### config.mk
export PLATFORM = sky130hd
export DESIGN_NAME = m4xf_ctrl
export DESIGN_NICKNAME = d
export VERILOG_FILES = /design/src/sv/m4xf_pkg.sv /design/src/sv/m4xf_ctrl.sv
export SDC_FILE = /design/constraint.sdc
export NUM_CORES = 1
export LEC_CHECK = 0
export BUFFER_PORTS_ARGS = -buffer_cell sky130_fd_sc_hd__buf_2
export CORE_MARGIN = 2
export CORE_UTILIZATION = 25
export CTS_CLUSTER_DIAMETER = 100
export CTS_CLUSTER_SIZE = 10
export DETAILED_ROUTE_END_ITERATION = 8
export SETUP_SLACK_MARGIN = 0.5
export SYNTH_ARGS = -nofsm -noshare
export SYNTH_HDL_FRONTEND = slang
export SYNTH_SLANG_ARGS = --single-unit
### constraint.sdc
create_clock -name clk_i -period 1.5 [get_ports clk_i]
set_input_delay 0.15 -clock clk_i [delete_from_list [all_inputs] [get_ports clk_i]]
set_output_delay 0.15 -clock clk_i [all_outputs]
set_load 0.02 [all_outputs]
### src/sv/m4xf_pkg.sv
// Shared types and constants for the 4x4 Q16.16 transform unit.
// Used by m4xf_ctrl, m4xf_datapath and matrix4_transform_unit.
`default_nettype none

package m4xf_pkg;

  localparam int unsigned FRAC_BITS = 16;
  localparam int unsigned DATA_W    = 32;
  localparam int unsigned DIM       = 4;
  localparam int unsigned NUM_ELEM  = DIM * DIM;
  localparam int unsigned IDX_W     = $clog2(NUM_ELEM);
  localparam int unsigned OP_W      = 3;
  localparam int unsigned CNT_W     = $clog2(NUM_ELEM);
  localparam int unsigned SH_W      = 2 * DATA_W - FRAC_BITS;
  localparam int unsigned SUM_W     = SH_W + 2;

  localparam logic [DATA_W-1:0] IDENT_ONE = DATA_W'(1) << FRAC_BITS;
  localparam logic [DATA_W-1:0] IDENT [NUM_ELEM] = '{
    IDENT_ONE, '0, '0, '0,
    '0, IDENT_ONE, '0, '0,
    '0, '0, IDENT_ONE, '0,
    '0, '0, '0, IDENT_ONE
  };

  typedef enum logic [OP_W-1:0] {
    OP_WR_CUR   = 3'd0,
    OP_WR_RIGHT = 3'd1,
    OP_MUL      = 3'd2,
    OP_TRANSP   = 3'd3,
    OP_XFORM    = 3'd4,
    OP_READ     = 3'd5
  } op_e;

  typedef struct packed {
    logic [OP_W-1:0] op;
    logic            latch;
    logic            wr_cur;
    logic            wr_right;
    logic            transpose;
    logic            issue;
    logic            use_vec;
    logic            rot_cur;
    logic            rot_right;
    logic            commit;
    logic            load_out;
  } cmd_t;

endpackage

`default_nettype wire

### src/sv/m4xf_ctrl.sv
// Controller of the transform unit: sequences each item and drives the
// datapath command struct. Uses m4xf_pkg.
`default_nettype none

module m4xf_ctrl (
  input  wire                          clk_i,
  input  wire                          rst_ni,
  input  wire                          in_valid_i,
  output logic                         in_ready_o,
  input  wire [m4xf_pkg::OP_W-1:0]     operation_i,
  output logic                         out_valid_o,
  input  wire                          out_ready_i,
  output m4xf_pkg::cmd_t               cmd_o
);

  localparam int unsigned CW = m4xf_pkg::CNT_W;

  typedef enum logic [2:0] {
    S_IDLE,
    S_SIMPLE,
    S_MAC,
    S_DRAIN,
    S_COMMIT,
    S_FINISH
  } state_e;

  state_e                    state_q, state_d;
  logic [m4xf_pkg::OP_W-1:0] op_q, op_d;
  logic [CW-1:0]             count_q, count_d;
  logic                      out_valid_q, out_valid_d;
  logic                      is_mul, is_xform, last_step;

  assign is_mul      = (op_q == m4xf_pkg::OP_MUL);
  assign is_xform    = (op_q == m4xf_pkg::OP_XFORM);
  assign last_step   = is_mul ? (count_q == CW'(m4xf_pkg::NUM_ELEM - 1))
                              : (count_q == CW'(m4xf_pkg::DIM - 1));
  assign in_ready_o  = (state_q == S_IDLE);
  assign out_valid_o = out_valid_q;

  always_comb begin
    cmd_o    = '0;
    cmd_o.op = op_q;
    state_d  = state_q;
    op_d     = op_q;
    count_d  = count_q;
    unique case (state_q)
      S_IDLE: begin
        cmd_o.latch = in_valid_i;
        if (in_valid_i) begin
          op_d    = operation_i;
          count_d = '0;
          priority if (operation_i == m4xf_pkg::OP_WR_CUR ||
                       operation_i == m4xf_pkg::OP_WR_RIGHT ||
                       operation_i == m4xf_pkg::OP_TRANSP) begin
            state_d = S_SIMPLE;
          end else if (operation_i == m4xf_pkg::OP_MUL ||
                       operation_i == m4xf_pkg::OP_XFORM) begin
            state_d = S_MAC;
          end else begin
            state_d = S_FINISH;
          end
        end
      end
      S_SIMPLE: begin
        cmd_o.wr_cur    = (op_q == m4xf_pkg::OP_WR_CUR);
        cmd_o.wr_right  = (op_q == m4xf_pkg::OP_WR_RIGHT);
        cmd_o.transpose = (op_q == m4xf_pkg::OP_TRANSP);
        state_d         = S_FINISH;
      end
      S_MAC: begin
        cmd_o.issue     = 1'b1;
        cmd_o.use_vec   = is_xform;
        cmd_o.rot_cur   = is_xform || (count_q[1:0] == 2'b11);
        cmd_o.rot_right = is_mul;
        count_d         = count_q + CW'(1);
        if (last_step) begin
          state_d = S_DRAIN;
        end
      end
      S_DRAIN: begin
        state_d = is_mul ? S_COMMIT : S_FINISH;
      end
      S_COMMIT: begin
        cmd_o.commit = 1'b1;
        state_d      = S_FINISH;
      end
      S_FINISH: begin
        cmd_o.load_out = !out_valid_q || out_ready_i;
        if (cmd_o.load_out) begin
          state_d = S_IDLE;
        end
      end
      default: begin
        state_d = S_IDLE;
      end
    endcase
  end

  always_comb begin
    priority if (cmd_o.load_out) begin
      out_valid_d = 1'b1;
    end else if (out_ready_i) begin
      out_valid_d = 1'b0;
    end else begin
      out_valid_d = out_valid_q;
    end
  end

  always_ff @(posedge clk_i or negedge rst_ni) begin
    if (!rst_ni) begin
      state_q     <= S_IDLE;
      op_q        <= '0;
      count_q     <= '0;
      out_valid_q <= 1'b0;
    end else begin
      state_q     <= state_d;
      op_q        <= op_d;
      count_q     <= count_d;
      out_valid_q <= out_valid_d;
    end
  end

`ifndef SYNTHESIS
  a_issue_load_excl: assert property (@(posedge clk_i) disable iff (!rst_ni)
    !(cmd_o.issue && cmd_o.load_out))
    else $error("issue and output load in the same cycle");

  a_mul_enters_mac: assert property (@(posedge clk_i) disable iff (!rst_ni)
    (in_valid_i && in_ready_o && operation_i == m4xf_pkg::OP_MUL) |=> (state_q == S_MAC))
    else $error("multiply item did not start the MAC sequence");

  a_load_when_free: assert property (@(posedge clk_i) disable iff (!rst_ni)
    cmd_o.load_out |-> (!out_valid_q || out_ready_i))
    else $error("output register overwritten while occupied");

  a_xform_count: assert property (@(posedge clk_i) disable iff (!rst_ni)
    (state_q == S_MAC && is_xform) |-> (count_q < CW'(m4xf_pkg::DIM)))
    else $error("transform step count out of range");
`endif

endmodule

`default_nettype wire

Word level (Yosys, flattened, before mapping)
Cells that the tools add are included.
{"block": "op_classes", "addsub": 1, "n_eq_ne": 19, "reduce_logical": 15, "n_mux": 17}
{"cell": "3-bit by 2-bit equality test with 1-bit output, second input constant", "n": 6}
{"cell": "3-bit two-way mux", "n": 6}
{"cell": "3-bit one-hot mux with 5 select lines", "n": 1}
{"cell": "3-bit equality test, second input constant", "n": 4}
{"cell": "3-bit by 1-bit equality test with 1-bit output, second input constant", "n": 3}
{"cell": "3-bit logical NOT", "n": 3}
{"cell": "4-bit two-way mux", "n": 2}
{"cell": "4-bit one-hot mux with 2 select lines", "n": 1}
{"cell": "1-bit two-way mux", "n": 7}
{"cell": "2-bit inequality test, second input constant", "n": 3}
{"cell": "1-bit logical OR", "n": 5}
{"cell": "4-bit by 1-bit adder with 4-bit output, second input constant", "n": 1}
{"cell": "4-bit by 2-bit equality test with 1-bit output, second input constant", "n": 1}
{"cell": "4-bit equality test, second input constant", "n": 1}
{"cell": "2-bit AND reduction", "n": 2}
{"cell": "2-bit nonzero test", "n": 2}
{"cell": "3-bit AND reduction", "n": 1}
{"cell": "2-bit equality test, second input constant", "n": 1}
{"cell": "2-bit OR reduction", "n": 1}
{"cell": "1-bit logical NOT", "n": 1}
{"block": "word_totals", "ff_bits": 11, "output_inout_bits": 15}

Longest topological paths before layout
Gate-level depths: netlist of the first run.
{"block": "logic_depth", "depth_word": 6, "ltp_mapped": 6, "ltp_nobuf": 5}

Worst setup path after synthesis of the first run
No wires, ideal clock.
{"block": "synth_path", "path_kind": "register to output", "from": "register op_q[2] in the netlist's numbering", "to": "output port cmd_o[7] in the netlist's numbering", "path_stages_with_launch": 4, "arrival_time_ns": 1.232, "required_ns": 1.350, "path_slack_ns": 0.118, "n_path_buf": 0, "path_cell_list": "dfrtp_1 > nor4b_1 > nand2_1 > nor2_1"}
{"item": "start: declaration", "line": "m4xf_ctrl.sv:28", "text": "logic [m4xf_pkg::OP_W-1:0] op_q, op_d;"}
{"item": "start signal: assignment", "line": "m4xf_ctrl.sv:117", "text": "op_q <= op_d;"}
{"item": "end: declaration", "line": "m4xf_ctrl.sv:13", "text": "output m4xf_pkg::cmd_t cmd_o"}

==> results of run 1 <==
cell families (layout without fill, tap and decap cells):
logic type | Yosys count | after routing | share of synthesized area
AND/OR/NAND/NOR | 42 | 42 | 0.3457
AO/OA/AOI/OAI | 11 | 11 | 0.1152
flip-flops | 11 | 11 | 0.4297
buffers and inverters | 6 | 50 | 0.04493
multiplexers | 2 | 2 | 0.03125
adder cells (fa/ha/maj) | 1 | 1 | 0.01953
XOR/XNOR | 1 | 1 | 0.01367
layout make-up:
class,count,area [um2]
Tap cell,30,37.54
Inverter,3,16.27
Multi-Input combinational cell,57,495.5
Sequential cell,11,282.8
Fill cell,221,1190
Clock buffer,4,26.28
Timing Repair Buffer,43,406.6
power groups by stage:
stage               logic, mW  clock network, mW  registers (mW)
CTS                      1.22              0.210           0.587
floorplan               0.493                  0           0.618
global placement        0.667                  0           0.601
finish                   1.35              0.202           0.596
global route             1.45              0.225           0.618
detailed placement      0.674                  0           0.615
per-stage QoR:
stage / area [um2] / utilization
floorplan: 695.7 / -
global placement: 823.3 / 0.3354
detailed placement: 823.3 / 0.3354
CTS: 1205 / 0.4908
global route: 1265 / 0.5153
finish: 1265 / 0.5153
worst reg2reg max path: stages (launching register included):
cell	delay, ns
sky130_fd_sc_hd__dfrtp_2	0.45
sky130_fd_sc_hd__buf_12	0.15
sky130_fd_sc_hd__nor3b_4	0.20
sky130_fd_sc_hd__buf_4	0.15
sky130_fd_sc_hd__and3_1	0.15
sky130_fd_sc_hd__o211ai_1	0.10
sky130_fd_sc_hd__a311oi_2	0.24
Yosys cell counts:
master | instances | area share
sky130_fd_sc_hd__nor2_4 | 1 | 0.018
sky130_fd_sc_hd__buf_4 | 1 | 0.012
sky130_fd_sc_hd__inv_1 | 3 | 0.018
sky130_fd_sc_hd__o211ai_1 | 2 | 0.023
sky130_fd_sc_hd__mux2i_1 | 2 | 0.031
sky130_fd_sc_hd__and2_1 | 1 | 0.0098
sky130_fd_sc_hd__ha_1 | 1 | 0.020
sky130_fd_sc_hd__o21ai_0 | 3 | 0.023
sky130_fd_sc_hd__nand2b_1 | 1 | 0.0098
sky130_fd_sc_hd__and3_2 | 2 | 0.023
sky130_fd_sc_hd__nand4_1 | 1 | 0.0098
sky130_fd_sc_hd__a311oi_2 | 1 | 0.023
sky130_fd_sc_hd__a22o_1 | 1 | 0.014
sky130_fd_sc_hd__and3_1 | 3 | 0.029
sky130_fd_sc_hd__dfrtp_1 | 11 | 0.43
sky130_fd_sc_hd__nor3b_4 | 1 | 0.029
sky130_fd_sc_hd__buf_2 | 2 | 0.016
sky130_fd_sc_hd__nor2_1 | 7 | 0.041
sky130_fd_sc_hd__nor4b_1 | 1 | 0.014
sky130_fd_sc_hd__nor2b_1 | 2 | 0.020
sky130_fd_sc_hd__a21oi_1 | 4 | 0.031
sky130_fd_sc_hd__nand3b_1 | 1 | 0.012
sky130_fd_sc_hd__nand2_1 | 17 | 0.10
sky130_fd_sc_hd__xnor2_1 | 1 | 0.014
sky130_fd_sc_hd__nor3_1 | 4 | 0.031
sequential cells by signal, summed over array words and instances (netlist names):
register	flops
count_q	4
op_q	3
state_q	3
out_valid_o	1
per-layer routing:
metal | part of all wire | GRT usage
met4 | 0.019 | 0.08750
met2 | 0.52 | 0.2718
met1 | 0.41 | 0.1762
met5 | 0 | 0
met3 | 0.047 | 0.03552
timing repair:
| item | CTS | global route |
|---|---|---|
| hold endpoints to repair | 11 | 0 |
| pin swaps | 7 | 10 |
| gates cloned | 0 | 0 |
| hold buffers | 1 | 0 |
| endpoints found under the setup margin | 23 | 23 |
| resized for setup | 55 | 13 |
| setup buffers | 17 | 2 |
final timing paths:
check	start	endpoint	slack [ns]
max in group asynchronous	rst_ni	op_q[2]	0.99
min reg2reg	count_q[3]	count_q[3]	0.52
min	operation_i[2]	op_q[2]	0.14
max reg2reg	op_q[2]	state_q[0]	-0.04
min in group asynchronous	rst_ni	state_q[0]	0.27
max	op_q[2]	cmd_o[6]	-0.05
==> tab_implementation.tex, run 1 <==
\begin{tabular}{lr}
\hline
Metric & Value \\
\hline
\multicolumn{2}{l}{\textbf{STA}} \\
Achievable Freq & roughly 0.64 GHz \\
Setup TNS & -0.1690 ns \\
Final cycle utilization of the critical path & 1.034 \\
Min setup slack post-route & -0.05151 ns \\
Slew margin rel. & 0.8204 \\
Final setup violation count & 5 \\
Clock tree skew after final layout & about 0.0012 ns \\
Final hold violations & 0 \\
Unrepaired setup endpoints after global routing & yes \\
Final count of pins violating max slew & 0 \\
Actual slew at the worst max-slew pin & roughly 0.27 ns \\
Final critical delay including setup and external delays & $\sim$1.6 ns \\
Hold slack & between 0.1 and 0.15 ns \\
\multicolumn{2}{l}{\textbf{Route}} \\
Starting DRC count in detailed routing & 4 \\
Pre-antenna DRT Iters & 4 \\
Number of vias after detailed routing & 701 \\
Per-cell routed wire length & around 14 um \\
Wire length reported by the detailed router & between 2 and 2.5 mm \\
Residual antenna-violating net count after detailed routing & 0 \\
Vias per cell & $\sim$4.7 \\
Post-detailed-route DRC marker count & 0 \\
\multicolumn{2}{l}{\textbf{Placed design}} \\
Half-perimeter wire length of the detailed placement result & about 1.2 mm \\
Placed Cells & $\sim$120 \\
DP Worst Slack & 0.1104 ns \\
GPL Wtd Cong & 0.8427 \\
\# port buffers & 21 \\
\multicolumn{2}{l}{\textbf{Outcome}} \\
Violated checks & setup timing \\
Run status & finished with violations \\
\multicolumn{2}{l}{\textbf{Setup path}} \\
Endpoint class of the critical path & output pin \\
Crit path max-delay cell type & sky130\_fd\_sc\_hd\_\_dfrtp\_2 \\
R2R depth & 6 \\
Worst path top cell family by delay & simple AND/OR/NAND/NOR gates \\
Cell Chain, Critical Path & nor4b\_4 > and3\_2 > buf\_4 \\
Critical Setup Path Class & reg2out \\
Data arrival time at the worst-slack endpoint & 1.40 ns \\
Largest driver fanout on the critical path & 3 \\
Critical path depth & 3 \\
Bufs and invs on worst path & 1 \\
Startpoint Class & flop \\
WP data required & between 1 and 1.5 ns \\
Largest stage delay on the critical path & between 0.4 and 0.5 ns \\
\multicolumn{2}{l}{\textbf{Clock network}} \\
Clock edge transition at the registers on the reported setup and hold paths & roughly 0.07 ns \\
Maximum level of the CTS H-tree & 1 \\
Maximum number of buffers from clock root to sink & 2 \\
Sinks on the clock net & 11 \\
TritonCTS clock tree & yes \\
Clk Latency, worst-skew pair & approximately 0.27 ns \\
CTS Buf Count & 3 \\
Clk Tree Root Cell & sky130\_fd\_sc\_hd\_\_clkbuf\_4 \\
\multicolumn{2}{l}{\textbf{GRT}} \\
Number of global-route vias before repair & about 670 \\
Pin count of the biggest net entering global routing & 12 \\
Initial antenna violation count & 0 \\
Total routing resource utilization after global routing & 0.1574 \\
Global-route congestion overflow total & 0 \\
Global-route wire length before repair & $\sim$3.2 mm \\
\multicolumn{2}{l}{\textbf{Yosys}} \\
Synth cell types & 25 \\
Average cell area after synthesis & just under 9 um2 \\
Instance count of the mapped netlist & 74 \\
Area of the mapped netlist & approximately 640 um2 \\
Portion of the post-synthesis area used by sequential elements & 0.4297 \\
Flip-flop and latch count after synthesis & 11 \\
Yosys warning count & 0 \\
Synthesized Nets & just over 80 \\
\multicolumn{2}{l}{\textbf{Min path}} \\
Worst min-delay path class & in2reg \\
Depth of the worst hold-timing path & 3 \\
\multicolumn{2}{l}{\textbf{Pwr}} \\
Leakage power & a little under 0.6 nW \\
Switching share of power & 0.4274 \\
Total power divided by cell area & between 1500 and 2000 nW/um2 \\
Worst vdd ir & between 1000 and 1500 uV \\
Internal portion of total power & 1.229 mW \\
Overall power & $\sim$2.1 mW \\
Net Sw Power & about 0.9 mW \\
Proportion of power drawn by flip-flops and latches & 0.278 \\
Share of power burned in combinational logic & 0.628 \\
Clk pwr share & 0.094 \\
\multicolumn{2}{l}{\textbf{Final layout}} \\
NumNets Final & approximately 130 \\
Commonest non-fill, non-tap cell in the layout & sky130\_fd\_sc\_hd\_\_buf\_6 \\
Number of standard cells in the layout, taps in and fillers out & 148 \\
Most used cells in the layout excluding fill and tap cells & 23 x sky130\_fd\_sc\_hd\_\_buf\_6, 11 x sky130\_fd\_sc\_hd\_\_buf\_4, 9 x sky130\_fd\_sc\_hd\_\_nand2\_1 \\
Area growth from synthesis to layout & 97.46\% \\
Fraction of layout instances using a drive strength above 1 & 0.7034 \\
Number of antenna diodes & 0 \\
\multicolumn{2}{l}{\textbf{Die}} \\
Initial Util & 0.2610 \\
Number of placed I/O pins & 22 \\
Placeable core region & 2455 um2 \\
Die extent in x & around 55 um \\
Cell Rows & 18 \\
Die footprint & a little under 3000 um2 \\
DIE HEIGHT & 54.62 um \\
\multicolumn{2}{l}{\textbf{Run}} \\
Number of max-cap violations & 0 \\
\hline
\end{tabular}
No activity file was read; power rests on OpenSTA's default activity.
==> run 2, diff against run 1 <==
clock period = 1.9 ns   (was 1.5 ns; I/O delays follow)
==> tab_implementation.tex, run 2 (synthesized netlist as in run 1, its figures left out) <==
\begin{tabular}{lr}
\hline
Metric & Value \\
\hline
\multicolumn{2}{l}{\textbf{Outcome}} \\
Run status & completed \\
\multicolumn{2}{l}{\textbf{Setup path}} \\
Startpoint of the worst register-to-register path & op\_q[2] \\
Startpoint Class & flop \\
Endpoint of the worst setup timing path & cmd\_o[6] \\
Endpoint class of the critical path & output pin \\
Critical Setup Path Class & reg2out \\
Endpoint of the most critical register-to-register path & state\_q[0] \\
Largest driver fanout on the critical path & 5 \\
Largest stage delay on the critical path & $\sim$0.47 ns \\
Data arrival time at the worst-slack endpoint & about 1.4 ns \\
Crit path max-delay cell type & sky130\_fd\_sc\_hd\_\_dfrtp\_2 \\
R2R depth & 6 \\
Critical path depth & 3 \\
Cell Chain, Critical Path & nor4b\_4 > and3\_1 > buf\_6 \\
WP data required & around 1.7 ns \\
Worst path top cell family by delay & simple AND/OR/NAND/NOR gates \\
Bufs and invs on worst path & 1 \\
Register-to-Register Setup Slack & approximately 0.44 ns \\
Source of the critical timing path & state\_q[2] \\
\multicolumn{2}{l}{\textbf{Final layout}} \\
Commonest non-fill, non-tap cell in the layout & sky130\_fd\_sc\_hd\_\_buf\_4 \\
Post-layout instance area & 1013 um2 \\
Fill cell instance count of the final layout & around 240 \\
Largest regs & count\_q: 4 flops, op\_q: 3 flops, state\_q: 3 flops \\
Area taken by multi-input logic gates & slightly below 400 um2 \\
Most used cells in the layout excluding fill and tap cells & 16 x sky130\_fd\_sc\_hd\_\_buf\_4, 15 x sky130\_fd\_sc\_hd\_\_nand2\_1, 11 x sky130\_fd\_sc\_hd\_\_buf\_2 \\
Number of standard cells in the layout, taps in and fillers out & 140 \\
Util after Layout & 0.4128 \\
Fraction of layout instances using a drive strength above 1 & 0.5273 \\
Register with the most flip-flops & count\_q \\
NumNets Final & 119 \\
Flip-flop count of the largest register, all copies and words added & 4 \\
Area growth from synthesis to layout & 58.20\% \\
Number of antenna diodes & 0 \\
Seq. cell area & between 200 and 300 um2 \\
\multicolumn{2}{l}{\textbf{STA}} \\
Final critical delay including setup and external delays & between 1.5 and 2 ns \\
Unrepaired setup endpoints after global routing & yes \\
Final setup violation count & 0 \\
Final count of pins violating max slew & 0 \\
Clock tree skew after final layout & around 0.0052 ns \\
Actual slew at the worst max-slew pin & between 0.2 and 0.3 ns \\
Slew margin rel. & 0.8182 \\
Final hold violations & 0 \\
Hold slack & between 0.15 and 0.2 ns \\
Final cycle utilization of the critical path & 0.8323 \\
Setup TNS & 0 ns \\
Achievable Freq & about 0.63 GHz \\
Min setup slack post-route & between 0.3 and 0.4 ns \\
\multicolumn{2}{l}{\textbf{GRT}} \\
Initial antenna violation count & 0 \\
Total routing resource utilization after global routing & 0.1285 \\
Number of global-route vias before repair & slightly above 600 \\
Pin count of the biggest net entering global routing & 12 \\
Global-route congestion overflow total & 0 \\
Global-route wire length before repair & about 2.7 mm \\
\multicolumn{2}{l}{\textbf{Pwr}} \\
Total power divided by cell area & 1368 nW/um2 \\
Worst vdd ir & between 600 and 700 uV \\
Overall power & approximately 1.4 mW \\
Leakage power & 0.5089 nW \\
\multicolumn{2}{l}{\textbf{Route}} \\
Number of vias after detailed routing & between 600 and 700 \\
Residual antenna-violating net count after detailed routing & 0 \\
Vias per cell & between 4 and 5 \\
Post-detailed-route DRC marker count & 0 \\
Wire length reported by the detailed router & roughly 1.7 mm \\
Starting DRC count in detailed routing & 9 \\
Per-cell routed wire length & between 10 and 15 um \\
Pre-antenna DRT Iters & 5 \\
\multicolumn{2}{l}{\textbf{Placed design}} \\
GPL Wtd Cong & 0.7285 \\
Placed Cells & 122 \\
DP Worst Slack & 0.3750 ns \\
Half-perimeter wire length of the detailed placement result & 1.092 mm \\
Cell area after placement & 768.2 um2 \\
\# port buffers & 21 \\
\multicolumn{2}{l}{\textbf{Clock network}} \\
Clk Latency, worst-skew pair & $\sim$0.27 ns \\
Sinks on the clock net & 11 \\
Maximum number of buffers from clock root to sink & 2 \\
CTS Buf Count & 3 \\
Maximum level of the CTS H-tree & 1 \\
Clk Tree Root Cell & sky130\_fd\_sc\_hd\_\_clkbuf\_4 \\
TritonCTS clock tree & yes \\
Clock edge transition at the registers on the reported setup and hold paths & about 0.070 ns \\
\multicolumn{2}{l}{\textbf{Min path}} \\
Worst min-delay path class & in2reg \\
\multicolumn{2}{l}{\textbf{Die}} \\
Placeable core region & between 2000 and 2500 um2 \\
Number of placed I/O pins & 22 \\
Initial Util & 0.2610 \\
Die footprint & between 2000 and 3000 um2 \\
Die extent in x & 54.62 um \\
Cell Rows & 18 \\
DIE HEIGHT & about 55 um \\
\multicolumn{2}{l}{\textbf{Run}} \\
Number of max-cap violations & 0 \\
\hline
\end{tabular}
run 2: power by group:
group,switching [mW],internal [mW]
clock network,0.0833,0.0813
registers,0.128,0.333
logic,0.391,0.370
total,0.602,0.784
run 2: cell type report:
class                      instances  area share
timing repair buffer              35      0.2605
inverter                           3     0.01111
sequential                        11      0.2778
tap                               30     0.03704
multi-input combinational         57      0.3877
clock buffer                       4     0.02593
run 2: worst min path at each step:
| stage | from | to | slack, ns | depth (start not counted) |
|---|---|---|---|---|
| global route | operation_i[2] | op_q[2] | 0.18 | 3 |
| global placement | rst_ni | count_q[1] | 0.07 | 1 |
| finish | operation_i[0] | op_q[0] | 0.17 | 3 |
| CTS | operation_i[0] | op_q[0] | 0.16 | 3 |
| detailed placement | rst_ni | count_q[1] | 0.08 | 1 |
| floorplan | rst_ni | count_q[0] | -0.11 | 0 |
run 2: layer usage:
layer,track usage,wire length [um]
met5,0,0
met4,0.05000,21
met3,0.03005,100
met2,0.2044,841
met1,0.1669,757
run 2: what timing repair did:
action,CTS,global route
gates cloned,0,0
endpoints found under the setup margin,10,12
pin swaps,9,7
buffers inserted,9,4
hold buffers,1,0
resized for setup,27,9
endpoints found under the hold margin,11,0
run 2: worst register-to-register path, stage by stage (launching register included):
cell and delay, ns:
sky130_fd_sc_hd__dfrtp_2 0.44, sky130_fd_sc_hd__buf_4 0.15, sky130_fd_sc_hd__nor3b_4 0.18, sky130_fd_sc_hd__buf_4 0.14, sky130_fd_sc_hd__and3_1 0.15, sky130_fd_sc_hd__o211ai_1 0.11, sky130_fd_sc_hd__a311oi_2 0.20
